===== src/pipeline_command_tokenizer_core_assert.svh =====
// Assertion macros for the pipeline command tokenizer RTL.
`ifndef PIPELINE_COMMAND_TOKENIZER_CORE_ASSERT_SVH
`define PIPELINE_COMMAND_TOKENIZER_CORE_ASSERT_SVH

// Same-cycle implication, checked on every rising clock edge out of reset.
`define PCTOK_ASSERT_IMPLY(label, clk, rst_n, ante, cons) \
    label: assert property (@(posedge clk) disable iff (!rst_n) (ante) |-> (cons)) \
        else $error("pctok: same-cycle check failed");

// Next-cycle implication, checked on every rising clock edge out of reset.
`define PCTOK_ASSERT_NEXT(label, clk, rst_n, ante, cons) \
    label: assert property (@(posedge clk) disable iff (!rst_n) (ante) |=> (cons)) \
        else $error("pctok: next-cycle check failed");

`endif


===== src/pctok_pkg.sv =====
// Shared types and constants of the pipeline command tokenizer.
`timescale 1ns / 1ps

package pctok_pkg;

    // Status codes reported on the last byte of a line.
    localparam logic [1:0] ST_OK       = 2'd0;
    localparam logic [1:0] ST_TOO_MANY = 2'd1;
    localparam logic [1:0] ST_TOO_BIG  = 2'd2;

    // Byte classes assigned by the front end.
    localparam logic [1:0] KIND_END   = 2'd0;
    localparam logic [1:0] KIND_PIPE  = 2'd1;
    localparam logic [1:0] KIND_SPACE = 2'd2;
    localparam logic [1:0] KIND_WORD  = 2'd3;

    // Character codes.
    localparam logic [7:0] CH_SPACE = 8'h20;
    localparam logic [7:0] CH_PIPE  = 8'h7C;

    // A classified byte as it travels through the queue.
    typedef struct packed {
        logic [1:0] kind;
        logic [7:0] ch;
        logic       last;
    } token_t;

endpackage


===== src/pctok_if.sv =====
// Channel interfaces of the pipeline command tokenizer.
`timescale 1ns / 1ps

// Line byte channel.
interface pctok_in_if;
    logic       valid;
    logic       ready;
    logic [7:0] ch;
    logic       last;

    modport source (output valid, ch, last, input ready);
    modport sink (input valid, ch, last, output ready);
endinterface

// Per-byte result channel.
interface pctok_out_if;
    logic       valid;
    logic       ready;
    logic       write_valid;
    logic [2:0] cmd_index;
    logic       in_args;
    logic [7:0] position;
    logic [7:0] char_out;
    logic       sep_before;
    logic       done_res;
    logic [1:0] status;
    logic [3:0] cmd_total;

    modport source (output valid, write_valid, cmd_index, in_args, position, char_out,
                    sep_before, done_res, status, cmd_total, input ready);
    modport sink (input valid, write_valid, cmd_index, in_args, position, char_out,
                  sep_before, done_res, status, cmd_total, output ready);
endinterface


===== src/pipeline_command_tokenizer_core.sv =====
// Top level of the pipeline command tokenizer.
`timescale 1ns / 1ps
//
// Channel   Direction  Payload                                    Transfer
// cmd_in    in         ch[7:0], last                              valid && ready
// res_out   out        write_valid, cmd_index, in_args, position, valid && ready
//                      char_out, sep_before, done_res, status,
//                      cmd_total
//
// One byte per cycle sustained while res_out is not stalled; a byte's result passes
// through the queue stage, then the result register, before it can transfer.
// The two-entry queue lets the front keep taking bytes while a result waits.
// A stalled res_out holds the result; bytes stop once the queue fills.
// rst_n clears all tokenizer state; state also returns to reset after each last byte.

`include "pipeline_command_tokenizer_core_assert.svh"

module pipeline_command_tokenizer_core #(
    parameter int MAX_COMMANDS = 8,
    parameter int NAME_LIMIT   = 64,
    parameter int ARGS_LIMIT   = 256
) (
    input  logic         clk,
    input  logic         rst_n,
    pctok_in_if.sink     cmd_in,
    pctok_out_if.source  res_out
);

    pctok_pkg::token_t front_tok;
    pctok_pkg::token_t q_tok;
    logic              push_valid;
    logic              push_ready;
    logic              q_valid;
    logic              q_ready;

    // Classification of incoming bytes.
    pctok_front u_front (
        .cmd_in     (cmd_in),
        .tok        (front_tok),
        .push_valid (push_valid),
        .push_ready (push_ready)
    );

    // Decoupling queue.
    pctok_queue u_queue (
        .clk        (clk),
        .rst_n      (rst_n),
        .push_valid (push_valid),
        .push_ready (push_ready),
        .push_tok   (front_tok),
        .pop_valid  (q_valid),
        .pop_ready  (q_ready),
        .pop_tok    (q_tok)
    );

    // Tokenizer state and result register.
    pctok_back #(
        .MAX_COMMANDS (MAX_COMMANDS),
        .NAME_LIMIT   (NAME_LIMIT),
        .ARGS_LIMIT   (ARGS_LIMIT)
    ) u_back (
        .clk       (clk),
        .rst_n     (rst_n),
        .tok_valid (q_valid),
        .tok_ready (q_ready),
        .tok       (q_tok),
        .res_out   (res_out)
    );

    // Status and count are only reported on the last byte of a line.
    `PCTOK_ASSERT_IMPLY(a_summary_on_last, clk, rst_n,
        res_out.valid && !res_out.done_res,
        res_out.status == pctok_pkg::ST_OK && res_out.cmd_total == 4'd0)
    // A separator space is only ever requested inside an argument string.
    `PCTOK_ASSERT_IMPLY(a_sep_in_args, clk, rst_n,
        res_out.valid && res_out.sep_before,
        res_out.write_valid && res_out.in_args)
    // Every token taken from the queue shows up as a result in the next cycle.
    `PCTOK_ASSERT_NEXT(a_pop_gives_result, clk, rst_n, q_valid && q_ready, res_out.valid)

endmodule


===== src/pctok_front.sv =====
// Front end: accepts line bytes and classifies them into tokens.
`timescale 1ns / 1ps

module pctok_front (
    pctok_in_if.sink          cmd_in,
    output pctok_pkg::token_t tok,
    output logic              push_valid,
    input  logic              push_ready
);

    // Byte classification: terminator, pipe, space or word character.
    always_comb
    begin
        tok.ch   = cmd_in.ch;
        tok.last = cmd_in.last;
        if (cmd_in.ch == 8'h00)
        begin
            tok.kind = pctok_pkg::KIND_END;
        end
        else if (cmd_in.ch == pctok_pkg::CH_PIPE)
        begin
            tok.kind = pctok_pkg::KIND_PIPE;
        end
        else if (cmd_in.ch == pctok_pkg::CH_SPACE)
        begin
            tok.kind = pctok_pkg::KIND_SPACE;
        end
        else
        begin
            tok.kind = pctok_pkg::KIND_WORD;
        end
    end

    // A transfer on the input channel pushes one token.
    assign push_valid   = cmd_in.valid;
    assign cmd_in.ready = push_ready;

endmodule


===== src/pctok_queue.sv =====
// Two-entry token queue between the front end and the back end.
`timescale 1ns / 1ps

module pctok_queue (
    input  logic              clk,
    input  logic              rst_n,
    input  logic              push_valid,
    output logic              push_ready,
    input  pctok_pkg::token_t push_tok,
    output logic              pop_valid,
    input  logic              pop_ready,
    output pctok_pkg::token_t pop_tok
);

    pctok_pkg::token_t entry_reg [2];
    logic              wr_ptr_reg;
    logic              wr_ptr_next;
    logic              rd_ptr_reg;
    logic              rd_ptr_next;
    logic [1:0]        count_reg;
    logic [1:0]        count_next;
    logic              do_push;
    logic              do_pop;

    assign push_ready = (count_reg != 2'd2);
    assign pop_valid  = (count_reg != 2'd0);
    assign pop_tok    = entry_reg[rd_ptr_reg];
    assign do_push    = push_valid && push_ready;
    assign do_pop     = pop_valid && pop_ready;

    // Pointer and fill-level update.
    always_comb
    begin
        wr_ptr_next = do_push ? !wr_ptr_reg : wr_ptr_reg;
        rd_ptr_next = do_pop ? !rd_ptr_reg : rd_ptr_reg;
        count_next  = count_reg;
        if (do_push && !do_pop)
        begin
            count_next = count_reg + 2'd1;
        end
        else if (do_pop && !do_push)
        begin
            count_next = count_reg - 2'd1;
        end
    end

    always_ff @(posedge clk or negedge rst_n)
    begin
        if (!rst_n)
        begin
            wr_ptr_reg <= 1'b0;
            rd_ptr_reg <= 1'b0;
            count_reg  <= 2'd0;
        end
        else
        begin
            wr_ptr_reg <= wr_ptr_next;
            rd_ptr_reg <= rd_ptr_next;
            count_reg  <= count_next;
        end
    end

    // Entry storage.
    always_ff @(posedge clk)
    begin
        if (do_push)
        begin
            entry_reg[wr_ptr_reg] <= push_tok;
        end
    end

endmodule


===== src/pctok_back.sv =====
// Back end: tokenizer state, command bookkeeping and the result register.
`timescale 1ns / 1ps

module pctok_back #(
    parameter int MAX_COMMANDS = 8,
    parameter int NAME_LIMIT   = 64,
    parameter int ARGS_LIMIT   = 256
) (
    input  logic              clk,
    input  logic              rst_n,
    input  logic              tok_valid,
    output logic              tok_ready,
    input  pctok_pkg::token_t tok,
    pctok_out_if.source       res_out
);

    localparam int CW  = $clog2(MAX_COMMANDS + 1);
    localparam int NLW = $clog2(NAME_LIMIT);
    localparam int AW  = $clog2(ARGS_LIMIT);
    localparam int XW  = (AW + 2 > 9) ? AW + 2 : 9;
    localparam logic [CW-1:0]  MAX_CMD  = CW'(MAX_COMMANDS);
    localparam logic [NLW-1:0] NAME_MAX = NLW'(NAME_LIMIT - 1);
    localparam logic [XW-1:0]  ARGS_LIM = XW'(ARGS_LIMIT);

    // Tokenizer state.
    logic [1:0]     err_reg, err_next;
    logic [CW-1:0]  seen_reg, seen_next;
    logic           committed_reg, committed_next;
    logic           at_start_reg, at_start_next;
    logic           inside_reg, inside_next;
    logic           name_fin_reg, name_fin_next;
    logic [NLW-1:0] name_len_reg, name_len_next;
    logic [AW-1:0]  args_len_reg, args_len_next;
    logic           has_space_reg, has_space_next;
    logic           first_arg_reg, first_arg_next;
    logic           ended_reg, ended_next;

    // Result register.
    logic       out_valid_reg, out_valid_next;
    logic       wv_reg;
    logic [2:0] idx_reg;
    logic       args_sel_reg;
    logic [7:0] pos_reg;
    logic [7:0] char_reg;
    logic       sep_reg;
    logic       done_reg;
    logic [1:0] status_reg;
    logic [3:0] count_reg;

    // Per-byte working values.
    logic          pop;
    logic          starting;
    logic          first_arg;
    logic [XW-1:0] args_p;
    logic [XW-1:0] args_need;
    logic [XW-1:0] name_ext;
    logic [CW-1:0] seen_idx;
    logic [CW+2:0] idx_ext;
    logic [CW+3:0] cnt_ext;
    logic          w_valid;
    logic          w_args;
    logic [7:0]    w_pos;
    logic          w_sep;
    logic [1:0]    r_status;
    logic [3:0]    r_count;

    assign pop       = tok_valid && (!out_valid_reg || res_out.ready);
    assign tok_ready = !out_valid_reg || res_out.ready;

    // Argument placement: a new word after the first one leaves room for a space.
    assign starting  = !inside_reg;
    assign first_arg = starting ? (args_len_reg == '0) : first_arg_reg;
    assign args_p    = XW'(args_len_reg) + XW'(starting && !first_arg);
    assign args_need = args_p + XW'(1) + XW'(first_arg);
    assign name_ext  = XW'(name_len_reg);
    assign seen_idx  = committed_reg ? seen_reg - CW'(1) : seen_reg;
    assign idx_ext   = (CW + 3)'(seen_idx);

    // Next-state logic for one token.
    always_comb
    begin
        err_next       = err_reg;
        seen_next      = seen_reg;
        committed_next = committed_reg;
        at_start_next  = at_start_reg;
        inside_next    = inside_reg;
        name_fin_next  = name_fin_reg;
        name_len_next  = name_len_reg;
        args_len_next  = args_len_reg;
        has_space_next = has_space_reg;
        first_arg_next = first_arg_reg;
        ended_next     = ended_reg;
        w_valid        = 1'b0;
        w_args         = 1'b0;
        w_pos          = 8'd0;
        w_sep          = 1'b0;
        if (err_reg == pctok_pkg::ST_OK && !ended_reg)
        begin
            case (tok.kind)
                pctok_pkg::KIND_END:
                begin
                    ended_next = 1'b1;
                end
                pctok_pkg::KIND_PIPE:
                begin
                    // A space-only segment between two pipes is an empty command.
                    if (!committed_reg && has_space_reg && !at_start_reg)
                    begin
                        if (seen_reg >= MAX_CMD)
                        begin
                            err_next = pctok_pkg::ST_TOO_MANY;
                        end
                        else
                        begin
                            seen_next = seen_reg + CW'(1);
                        end
                    end
                    committed_next = 1'b0;
                    has_space_next = 1'b0;
                    inside_next    = 1'b0;
                    name_fin_next  = 1'b0;
                    name_len_next  = '0;
                    args_len_next  = '0;
                    first_arg_next = 1'b0;
                    at_start_next  = 1'b0;
                end
                pctok_pkg::KIND_SPACE:
                begin
                    has_space_next = 1'b1;
                    if (inside_reg)
                    begin
                        inside_next   = 1'b0;
                        name_fin_next = 1'b1;
                    end
                end
                default:
                begin
                    // Word byte: the segment becomes a command at its first word byte.
                    if (!committed_reg && seen_reg >= MAX_CMD)
                    begin
                        err_next = pctok_pkg::ST_TOO_MANY;
                    end
                    else
                    begin
                        if (!committed_reg)
                        begin
                            seen_next      = seen_reg + CW'(1);
                            committed_next = 1'b1;
                        end
                        if (!name_fin_reg)
                        begin
                            if (name_len_reg >= NAME_MAX)
                            begin
                                err_next = pctok_pkg::ST_TOO_BIG;
                            end
                            else
                            begin
                                w_valid       = 1'b1;
                                w_pos         = name_ext[7:0];
                                name_len_next = name_len_reg + NLW'(1);
                                inside_next   = 1'b1;
                            end
                        end
                        else
                        begin
                            if (args_need >= ARGS_LIM)
                            begin
                                err_next = pctok_pkg::ST_TOO_BIG;
                            end
                            else
                            begin
                                w_valid        = 1'b1;
                                w_args         = 1'b1;
                                w_pos          = args_p[7:0];
                                w_sep          = starting && !first_arg;
                                first_arg_next = first_arg;
                                args_len_next  = args_p[AW-1:0] + AW'(1);
                                inside_next    = 1'b1;
                            end
                        end
                    end
                end
            endcase
        end

        // Line summary, then return to the reset state after the last byte.
        cnt_ext  = (CW + 4)'(seen_next);
        r_status = tok.last ? err_next : pctok_pkg::ST_OK;
        r_count  = 4'd0;
        if (tok.last && err_next == pctok_pkg::ST_OK)
        begin
            r_count = cnt_ext[3:0];
        end
        if (tok.last)
        begin
            err_next       = pctok_pkg::ST_OK;
            seen_next      = '0;
            committed_next = 1'b0;
            at_start_next  = 1'b1;
            inside_next    = 1'b0;
            name_fin_next  = 1'b0;
            name_len_next  = '0;
            args_len_next  = '0;
            has_space_next = 1'b0;
            first_arg_next = 1'b0;
            ended_next     = 1'b0;
        end
    end

    assign out_valid_next = pop ? 1'b1 : (res_out.ready ? 1'b0 : out_valid_reg);

    // Control state.
    always_ff @(posedge clk or negedge rst_n)
    begin
        if (!rst_n)
        begin
            err_reg       <= pctok_pkg::ST_OK;
            seen_reg      <= '0;
            committed_reg <= 1'b0;
            at_start_reg  <= 1'b1;
            inside_reg    <= 1'b0;
            name_fin_reg  <= 1'b0;
            name_len_reg  <= '0;
            args_len_reg  <= '0;
            has_space_reg <= 1'b0;
            first_arg_reg <= 1'b0;
            ended_reg     <= 1'b0;
            out_valid_reg <= 1'b0;
        end
        else
        begin
            if (pop)
            begin
                err_reg       <= err_next;
                seen_reg      <= seen_next;
                committed_reg <= committed_next;
                at_start_reg  <= at_start_next;
                inside_reg    <= inside_next;
                name_fin_reg  <= name_fin_next;
                name_len_reg  <= name_len_next;
                args_len_reg  <= args_len_next;
                has_space_reg <= has_space_next;
                first_arg_reg <= first_arg_next;
                ended_reg     <= ended_next;
            end
            out_valid_reg <= out_valid_next;
        end
    end

    // Result payload.
    always_ff @(posedge clk)
    begin
        if (pop)
        begin
            wv_reg       <= w_valid;
            idx_reg      <= w_valid ? idx_ext[2:0] : 3'd0;
            args_sel_reg <= w_args;
            pos_reg      <= w_pos;
            char_reg     <= w_valid ? tok.ch : 8'd0;
            sep_reg      <= w_sep;
            done_reg     <= tok.last;
            status_reg   <= r_status;
            count_reg    <= r_count;
        end
    end

    assign res_out.valid       = out_valid_reg;
    assign res_out.write_valid = wv_reg;
    assign res_out.cmd_index   = idx_reg;
    assign res_out.in_args     = args_sel_reg;
    assign res_out.position    = pos_reg;
    assign res_out.char_out    = char_reg;
    assign res_out.sep_before  = sep_reg;
    assign res_out.done_res    = done_reg;
    assign res_out.status      = status_reg;
    assign res_out.cmd_total   = count_reg;

endmodule


===== src/flat_wrapper.sv =====
// flat-port wrapper written by rule: the top's interface ports become plain ports
module pipeline_command_tokenizer_core_flat 
#(
    parameter int MAX_COMMANDS = 8,
    parameter int NAME_LIMIT   = 64,
    parameter int ARGS_LIMIT   = 256
)
  (clk, rst_n, cmd_in_valid, cmd_in_ch, cmd_in_last, cmd_in_ready, res_out_valid, res_out_write_valid, res_out_cmd_index, res_out_in_args, res_out_position, res_out_char_out, res_out_sep_before, res_out_done_res, res_out_status, res_out_cmd_total, res_out_ready);
  pctok_in_if cmd_in_i ();
  pctok_out_if res_out_i ();
  input  logic clk;
  input  logic rst_n;
  input wire logic [$bits(cmd_in_i.valid)-1:0] cmd_in_valid;
  input wire logic [$bits(cmd_in_i.ch)-1:0] cmd_in_ch;
  input wire logic [$bits(cmd_in_i.last)-1:0] cmd_in_last;
  output wire logic [$bits(cmd_in_i.ready)-1:0] cmd_in_ready;
  output wire logic [$bits(res_out_i.valid)-1:0] res_out_valid;
  output wire logic [$bits(res_out_i.write_valid)-1:0] res_out_write_valid;
  output wire logic [$bits(res_out_i.cmd_index)-1:0] res_out_cmd_index;
  output wire logic [$bits(res_out_i.in_args)-1:0] res_out_in_args;
  output wire logic [$bits(res_out_i.position)-1:0] res_out_position;
  output wire logic [$bits(res_out_i.char_out)-1:0] res_out_char_out;
  output wire logic [$bits(res_out_i.sep_before)-1:0] res_out_sep_before;
  output wire logic [$bits(res_out_i.done_res)-1:0] res_out_done_res;
  output wire logic [$bits(res_out_i.status)-1:0] res_out_status;
  output wire logic [$bits(res_out_i.cmd_total)-1:0] res_out_cmd_total;
  input wire logic [$bits(res_out_i.ready)-1:0] res_out_ready;
  assign cmd_in_i.valid = cmd_in_valid;
  assign cmd_in_i.ch = cmd_in_ch;
  assign cmd_in_i.last = cmd_in_last;
  assign cmd_in_ready = cmd_in_i.ready;
  assign res_out_valid = res_out_i.valid;
  assign res_out_write_valid = res_out_i.write_valid;
  assign res_out_cmd_index = res_out_i.cmd_index;
  assign res_out_in_args = res_out_i.in_args;
  assign res_out_position = res_out_i.position;
  assign res_out_char_out = res_out_i.char_out;
  assign res_out_sep_before = res_out_i.sep_before;
  assign res_out_done_res = res_out_i.done_res;
  assign res_out_status = res_out_i.status;
  assign res_out_cmd_total = res_out_i.cmd_total;
  assign res_out_i.ready = res_out_ready;
  pipeline_command_tokenizer_core #(.MAX_COMMANDS(MAX_COMMANDS), .NAME_LIMIT(NAME_LIMIT), .ARGS_LIMIT(ARGS_LIMIT)) u_core (.clk(clk), .rst_n(rst_n), .cmd_in(cmd_in_i), .res_out(res_out_i));
endmodule

===== config.mk =====
export PLATFORM = sky130hd
export DESIGN_NAME = pipeline_command_tokenizer_core_flat
export DESIGN_NICKNAME = d
export VERILOG_FILES = /design/src/pctok_pkg.sv /design/src/pctok_if.sv /design/src/pipeline_command_tokenizer_core.sv /design/src/pctok_front.sv /design/src/pctok_queue.sv /design/src/pctok_back.sv /design/src/flat_wrapper.sv
export VERILOG_INCLUDE_DIRS = /design/src /design/src/src
export SDC_FILE = /design/constraint.sdc
export NUM_CORES = 1
export LEC_CHECK = 0
export BUFFER_PORTS_ARGS = -buffer_cell sky130_fd_sc_hd__buf_2
export CORE_ASPECT_RATIO = 1.4
export CORE_MARGIN = 3
export CORE_UTILIZATION = 25
export DETAILED_ROUTE_END_ITERATION = 10
export SLEW_MARGIN = 20
export SYNTH_ARGS = -nofsm -noshare
export SYNTH_HDL_FRONTEND = slang
export SYNTH_HIERARCHICAL = 1
export SYNTH_SLANG_ARGS = --single-unit

===== constraint.sdc =====
create_clock -name clk -period 3.3 [get_ports clk]
set_clock_uncertainty 0.15 [all_clocks]
set_input_delay 0.33 -clock clk [delete_from_list [all_inputs] [get_ports clk]]
set_output_delay 0.33 -clock clk [all_outputs]
set_load 0.02 [all_outputs]

==> results.py, run 1 <==
metrics = {
    "global_route": {
        "antenna_found_initial": 0,
        "grt_pass1_vias": 3129,
        "grt_max_degree": 33,
        "grt_use_total_pct": 10.6,
        "grt.overflow.total": 0,
        "grt_pass1_wl_um": 15700,
    },
    "die": {
        "die_x_um": 117,
        "start_util_pct": 25.7,
        "core_area_um2": 16900,
        "die-area_um2": 19000,
        "rows": 56,
        "die_h_um": 162,
        "io_pins": 44,
    },
    "timing": {
        "setup_violations": 0,
        "min_period_ns": 3.18,
        "fin_setup_tns_ns": 0,
        "worst-slew-pin-transition_ns": 0.863,
        "timing.final.crit_share_pct": 96.2,
        "hold_viol": 0,
        "max_freq_mhz": 315,
        "maxSlewHeadroom_pct": 42.2,
        "finalMaxSlewViolations": 0,
    },
    "power_and_ir_drop": {
        "p_per_area_nw_per_um2": 929,
        "power.switching_w": 0.00185,
        "peakVddDrop_v": 0.000338,
        "clkPwrFrac_pct": 20.5,
        "p_sw_share_pct": 39.0,
        "power_frac_comb_pct": 42.3,
        "leakage_nw": 2.02,
        "power_w": 0.00473,
        "power_frac_seq_pct": 37.2,
        "internal-power_w": 0.00289,
    },
    "drt": {
        "top_layer": "met4",
        "routed-wl-met3_um": 407,
        "routed_wl_um": 9620,
        "dr_wl_met2_um": 5100,
        "drc": 0,
        "drt_iter0_markers": 157,
        "drtAntennaViolNets": 0,
        "viasPerCell": 4.61,
        "vias": 2992,
        "drtPass1Iterations": 4,
        "m1WireLength_um": 3800,
        "wire_per_inst_um": 14.8,
    },
    "layout": {
        "drive_gt1_share_pct": 27.3,
        "areaGrowthSynthToFinish_pct": 17.6,
        "antenna_cells": 0,
        "final_nets": 437,
        "layout.cells.non_filler": 649,
        "largest_reg_flops": 22,
    },
    "yosys": {
        "yosys-top-cells-count": "51 x edfxtp_1, 34 x nor2_1, 31 x dfrtp_1, 24 x nand2_1",
        "ys_seq_elements": 83,
        "synthTopCellsByArea": "edfxtp_1 35%, dfrtp_1 18%, ha_1 3.5%",
        "ys_warn_count": 6,
        "yosys_most_used_dff": "edfxtp_1",
        "synth_mux_area_share_pct": 3.84,
        "synth_top_area_share_pct": 35.4,
        "ys_seq_area_share_pct": 53.9,
        "yosysMostFrequentCell": "edfxtp_1",
        "synth_edf_count": 51,
        "synthSimpleGateAreaFrac_pct": 17.4,
        "synth_largest_area_cell": "edfxtp_1",
        "synth_top_family_by_area": "simple AND/OR/NAND/NOR gates",
        "synth_compound_area_share_pct": 12.5,
        "yosysUniqueCellTypes": 64,
        "synth_cells": 372,
        "synth_nets": 397,
        "async_reset_ff_share_pct": 38.6,
        "syn_avg_cell_area_um2": 11.6,
        "synthAdderAreaFrac_pct": 3.47,
        "synthesis.area_um2": 4330,
        "synth_xor_area_share_pct": 4.04,
    },
    "clock_network": {
        "cts_tree": "done",
        "cts_num_sinks": 83,
        "root_buffer": "clkbuf_16",
        "cts_htree_levels": 3,
        "numCtsBuffers": 9,
        "clockBufferDepth": 2,
        "clk_latency_ns": 0.33,
        "cts_setup_buffers": 0,
        "path_clk_slew_ns": 0.06,
    },
    "critical_path": {
        "slowest_stage": "dfrtp_1",
        "reg2reg_to": "u_core/u_back/res_out.char_out[1]$_SDFFCE_PN0P_",
        "worstRegToRegCells": 9,
        "crit_required_ns": 3.24,
        "crit_arrival_ns": 3.11,
        "slowest_delay_ns": 0.46,
        "critPathMaxFanout": 12,
        "reg2reg_from": "u_core/u_back/args_len_reg[1]$_DFFE_PN0P_",
        "worstPathCellList": "nor4_4 > a21oi_1 > ha_1 > ha_2 > nor3b_2 > a2bb2oi_4 > o21a_1 > o2111a_2 > and2_1",
        "critical_path_class": "register to register",
        "worst_setup_path_start_kind": "register",
        "r2r_slack_ns": 0.12,
        "critPathCaptureType": "register",
    },
    "run": {
        "drv_cap": 0,
    },
    "status": {
        "status": "finished, final reports clean",
    },
    "placed_design": {
        "gp_congestion": 0.884,
        "post-dp-hpwl_um": 7160,
        "placedCellCount": 632,
        "port_buffers": 43,
    },
    "hold_path": {
        "holdPathEnd": "u_core/u_queue/entry_reg[0][1]$_DFFE_PP_",
        "holdPathStages": 1,
        "hold_path.class": "input port to register",
        "worstHoldStart": "cmd_in_ch[0]",
    },
}
==> worst max-delay path, delay by kind of cell (launching register included) <==
family                     cells  cell delay [ns]
DFF                            1             0.46
adders and majority gates      2             0.63
and+or+nand+nor                3             0.81
AOI/OAI and AO/OA              4             0.87
==> cell usage in the layout (no fill, tap or decap), drive strengths merged, types with 2 or more instances in the layout <==
cell and n:
mux2 13, xor2 10, edfxtp 51, clkbuf 9
nand2b 6, o21ai 14, or3 3, clkinvlp 4
clkinv 2, nand3 9, a32o 2, inv 9
a22oi 5, nor4b 2, a21oi 14, nor2 34
mux2i 2, nor2b 4, a21o 8, buf 54
xnor2 10, and3 4, o21a 7, o2bb2ai 2
nand2 25, or2 4, a31oi 5, o211ai 9
o31ai 2, and2 12, ha 12, dfrtp 31
a2bb2oi 3, nor4 10, nor3 10
==> worst max path at each step <==
stage                                               from                                                to
2_1_floorplan  u_core/u_back/args_len_reg[4]$_DFFE_PN0P_   u_core/u_back/res_out.char_out[2]$_SDFFCE_PN0P_
3_3_place_gp   u_core/u_back/args_len_reg[5]$_DFFE_PN0P_   u_core/u_back/res_out.char_out[4]$_SDFFCE_PN0P_
3_5_place_dp   u_core/u_back/args_len_reg[1]$_DFFE_PN0P_   u_core/u_back/res_out.char_out[7]$_SDFFCE_PN0P_
4_1_cts        u_core/u_back/args_len_reg[1]$_DFFE_PN0P_   u_core/u_back/res_out.char_out[1]$_SDFFCE_PN0P_
5_1_grt        u_core/u_back/args_len_reg[1]$_DFFE_PN0P_  u_core/u_back/res_out.cmd_total[0]$_SDFFCE_PN0P_
6_report       u_core/u_back/args_len_reg[1]$_DFFE_PN0P_   u_core/u_back/res_out.char_out[1]$_SDFFCE_PN0P_
==> power groups by stage <==
stage / Sequential (W) / Clock [W] / Combinational, W
2_1_floorplan: 0.00192 / 0 / 0.00129
3_3_place_gp: 0.00177 / 0 / 0.00195
3_5_place_dp: 0.00178 / 0 / 0.00198
4_1_cts: 0.00177 / 0.000997 / 0.00199
5_1_grt: 0.00180 / 0.00104 / 0.00221
6_report: 0.00176 / 0.000970 / 0.00200
==> cell families after synthesis <==
| logic type | count (synthesis) |
|---|---|
| compound gates | 77 |
| fa+ha+maj | 12 |
| mux | 15 |
| flops | 83 |
| xor+xnor | 20 |
| simple gates | 130 |
| buf+inv | 35 |
==> layout make-up <==
type | count | area, um2
inverters | 9 | 33.8
flip-flops and latches | 83 | 2330
fillers | 1734 | 11800
clock inverters | 7 | 68.8
clock buffers | 9 | 225
well taps | 232 | 290
multi-input cells | 254 | 1840
repair buffers | 55 | 308
==> metrics by stage <==
stage / utilization (%) / cell area, um2 / hold slack (ns) / worst slack (ns)
4_1_cts: 29.9 / 5050 / 0.0414 / 0.0878
3_5_place_dp: 28.1 / 4750 / 0.305 / -0.00223
6_report: 30.2 / 5090 / 0.0555 / 0.124
5_1_grt: 30.2 / 5090 / 0.0463 / -0.00848
3_3_place_gp: 28.1 / 4750 / 0.298 / 0.132
2_1_floorplan: - / 4330 / -0.116 / 0.212
==> what timing repair did <==
action                     in CTS  in global routing
resized for setup               1                  8
setup endpoints to repair      11                 30
pin swaps                       0                  2
hold buffers                    1                  0
gates cloned                    0                  0
hold endpoints to repair       31                  0
==> layer usage <==
layer	vias to the layer above	track usage [%]
li1	1427	-
met3	25	2.57
met4	0	4.33
met2	79	18.6
met5	-	0
met1	1461	12.0
Power figures use the tool's default switching activity.
==> inputs of run 2 (changes only) <==
--- a/config.mk
+++ b/config.mk
@@ -6,11 +6,12 @@
 export SDC_FILE = /design/constraint.sdc
 export NUM_CORES = 1
 export LEC_CHECK = 0
-export BUFFER_PORTS_ARGS = -buffer_cell sky130_fd_sc_hd__buf_2
 export CORE_ASPECT_RATIO = 1.4
 export CORE_MARGIN = 3
 export CORE_UTILIZATION = 25
 export DETAILED_ROUTE_END_ITERATION = 10
+export DONT_BUFFER_PORTS = 1
+export SKIP_CTS_REPAIR_TIMING = 1
 export SLEW_MARGIN = 20
 export SYNTH_ARGS = -nofsm -noshare
 export SYNTH_HDL_FRONTEND = slang
==> run 2 against run 1 <==
Net effect:
- register-to-register slack barely moved
- fmax barely moved
- cell area fell by 1.7%
- critical path type unchanged
- first-iteration DRC count is 3.2% higher
- largest cell class unchanged
- sequential power grew 14%
- die area is the same
- non-clock buffer count shrank 26
- utilization decreased by 0.52 points
==> results.py, run 2 (same netlist as run 1, synthesis figures left out) <==
metrics = {
    "status": {
        "status": "finished, final reports clean",
    },
    "drt": {
        "vias": 2827,
        "drtAntennaViolNets": 0,
        "routed_wl_um": 9560,
        "wire_per_inst_um": 15.3,
        "viasPerCell": 4.54,
        "drtPass1Iterations": 4,
        "drt_iter0_markers": 162,
        "drc": 0,
    },
    "die": {
        "start_util_pct": 25.7,
        "die_h_um": 162,
        "io_pins": 44,
        "rows": 56,
        "die-area_um2": 19000,
        "die_x_um": 117,
        "core_area_um2": 16900,
    },
    "critical_path": {
        "slowest_delay_ns": 0.44,
        "worstPathCellList": "nor4_4 > a21oi_1 > ha_1 > ha_1 > nor2b_1 > a21oi_1 > a2bb2oi_2 > o21a_1 > buf_4 > nor3_1 > o21a_1",
        "r2r_slack_ns": 0.13,
        "slowest_stage": "dfrtp_1",
        "reg2reg_to": "u_core/u_back/res_out.status[1]$_SDFFCE_PN0P_",
        "critPathMaxFanout": 9,
        "critPathCaptureType": "register",
        "worstRegToRegCells": 11,
        "crit_required_ns": 3.24,
        "crit_arrival_ns": 3.12,
        "reg2reg_from": "u_core/u_back/args_len_reg[7]$_DFFE_PN0P_",
        "worst_setup_path_start_kind": "register",
        "critical_path_class": "register to register",
    },
    "clock_network": {
        "cts_htree_levels": 3,
        "cts_num_sinks": 83,
        "path_clk_slew_ns": 0.06,
        "clk_latency_ns": 0.34,
        "cts_tree": "done",
        "root_buffer": "clkbuf_16",
        "numCtsBuffers": 9,
        "clockBufferDepth": 2,
    },
    "timing": {
        "min_period_ns": 3.17,
        "timing.final.crit_share_pct": 96.2,
        "hold-worst-slack_ns": 0.0249,
        "finalMaxSlewViolations": 0,
        "worst-slew-pin-transition_ns": 0.947,
        "maxSlewHeadroom_pct": 36.7,
        "finalWorstSetupSlack_ns": 0.126,
        "setup_violations": 0,
        "hold_viol": 0,
        "max_freq_mhz": 315,
        "rsz0062_at_grt": "yes",
    },
    "global_route": {
        "grt_max_degree": 33,
        "grt_use_total_pct": 10.7,
        "grt_pass1_vias": 2861,
        "grt.overflow.total": 0,
        "grt_pass1_wl_um": 15500,
        "antenna_found_initial": 0,
    },
    "layout": {
        "final_cell_mix": "51 x edfxtp_1, 34 x nor2_1, 31 x dfrtp_1, 24 x nand2_1, 18 x buf_4",
        "largest_reg_flops": 22,
        "antenna_cells": 0,
        "final_nets": 411,
        "fin_util_pct": 29.7,
        "layout_commonest_cell": "edfxtp_1",
        "areaGrowthSynthToFinish_pct": 15.6,
        "stdcell_area_um2": 5010,
        "drive_gt1_share_pct": 18.2,
        "nFillCells": 1748,
    },
    "placed_design": {
        "port_buffers": 0,
        "gp_congestion": 0.811,
        "post-dp-hpwl_um": 6970,
        "place_ws_ns": 0.0480,
        "placed_area_um2": 4580,
    },
    "power_and_ir_drop": {
        "p_per_area_nw_per_um2": 925,
        "peakVddDrop_v": 0.000404,
        "power_w": 0.00463,
        "leakage_nw": 1.93,
    },
    "hold_path": {
        "worstHoldStart": "cmd_in_ch[2]",
        "holdPathStages": 2,
        "holdPathEnd": "u_core/u_queue/entry_reg[0][9]$_DFFE_PP_",
        "hold_path.class": "input port to register",
    },
    "run": {
        "drv_cap": 0,
    },
}
## run 2: cell types whose count changed in the layout (fill, tap and decap cells not counted), moves of 3 or more
cell / delta
buf_2: -43
dlygate4sd3_1: +9
buf_4: +7
clkinvlp_4: -4
clkbuf_1: +3
## run 2: worst max-delay path, delay by kind of cell (launching register included)
| kind | cells | cell delay [ns] |
|---|---|---|
| compound gates | 5 | 1.07 |
| simple gates | 3 | 0.54 |
| fa+ha+maj | 2 | 0.53 |
| flops | 1 | 0.44 |
| buf+inv | 1 | 0.19 |
## run 2: power by group
part	leakage [nW]	switching, W	internal [W]
Clock	0.136	0.000385	0.000580
Combinational	0.880	0.000982	0.000688
Sequential	0.909	0.000446	0.00155
## run 2: layout make-up
type	instances	area, um2	area share [%]
sequential	83	2330	46.6
multi-input combinational	254	1820	36.3
tap	232	290	5.80
timing repair buffer	29	255	5.10
clock buffer	12	236	4.72
clock inverter	4	42.5	0.850
inverter	9	33.8	0.675
## run 2: worst max-delay path by stage
stage                                         startpoint                                          endpoint  slack [ns]  cells past startpoint
2_1_floorplan  u_core/u_back/args_len_reg[4]$_DFFE_PN0P_   u_core/u_back/res_out.char_out[2]$_SDFFCE_PN0P_        0.21                     13
5_1_grt        u_core/u_back/args_len_reg[5]$_DFFE_PN0P_     u_core/u_back/res_out.status[1]$_SDFFCE_PN0P_       -0.05                     11
3_3_place_gp   u_core/u_back/args_len_reg[5]$_DFFE_PN0P_  u_core/u_back/res_out.cmd_total[0]$_SDFFCE_PN0P_        0.09                     11
4_1_cts        u_core/u_back/args_len_reg[7]$_DFFE_PN0P_  u_core/u_back/res_out.cmd_total[1]$_SDFFCE_PN0P_        0.03                     11
3_5_place_dp   u_core/u_back/args_len_reg[5]$_DFFE_PN0P_  u_core/u_back/res_out.cmd_total[1]$_SDFFCE_PN0P_        0.05                     11
6_report       u_core/u_back/args_len_reg[7]$_DFFE_PN0P_     u_core/u_back/res_out.status[1]$_SDFFCE_PN0P_        0.13                     11
## run 2: routing by layer
metal	vias to the layer above	track usage, %	wire (um)
met4	0	3.96	180
met1	1368	12.2	3840
met2	65	18.1	5040
met3	14	3.88	490
met5	-	0	0
li1	1380	-	-
## run 2: through the flow
step,setup TNS (ns),instances
floorplan,0,372
global placement,0,596
detailed placement,0,596
CTS,0,612
global route,-0.270,623
finish,0,623
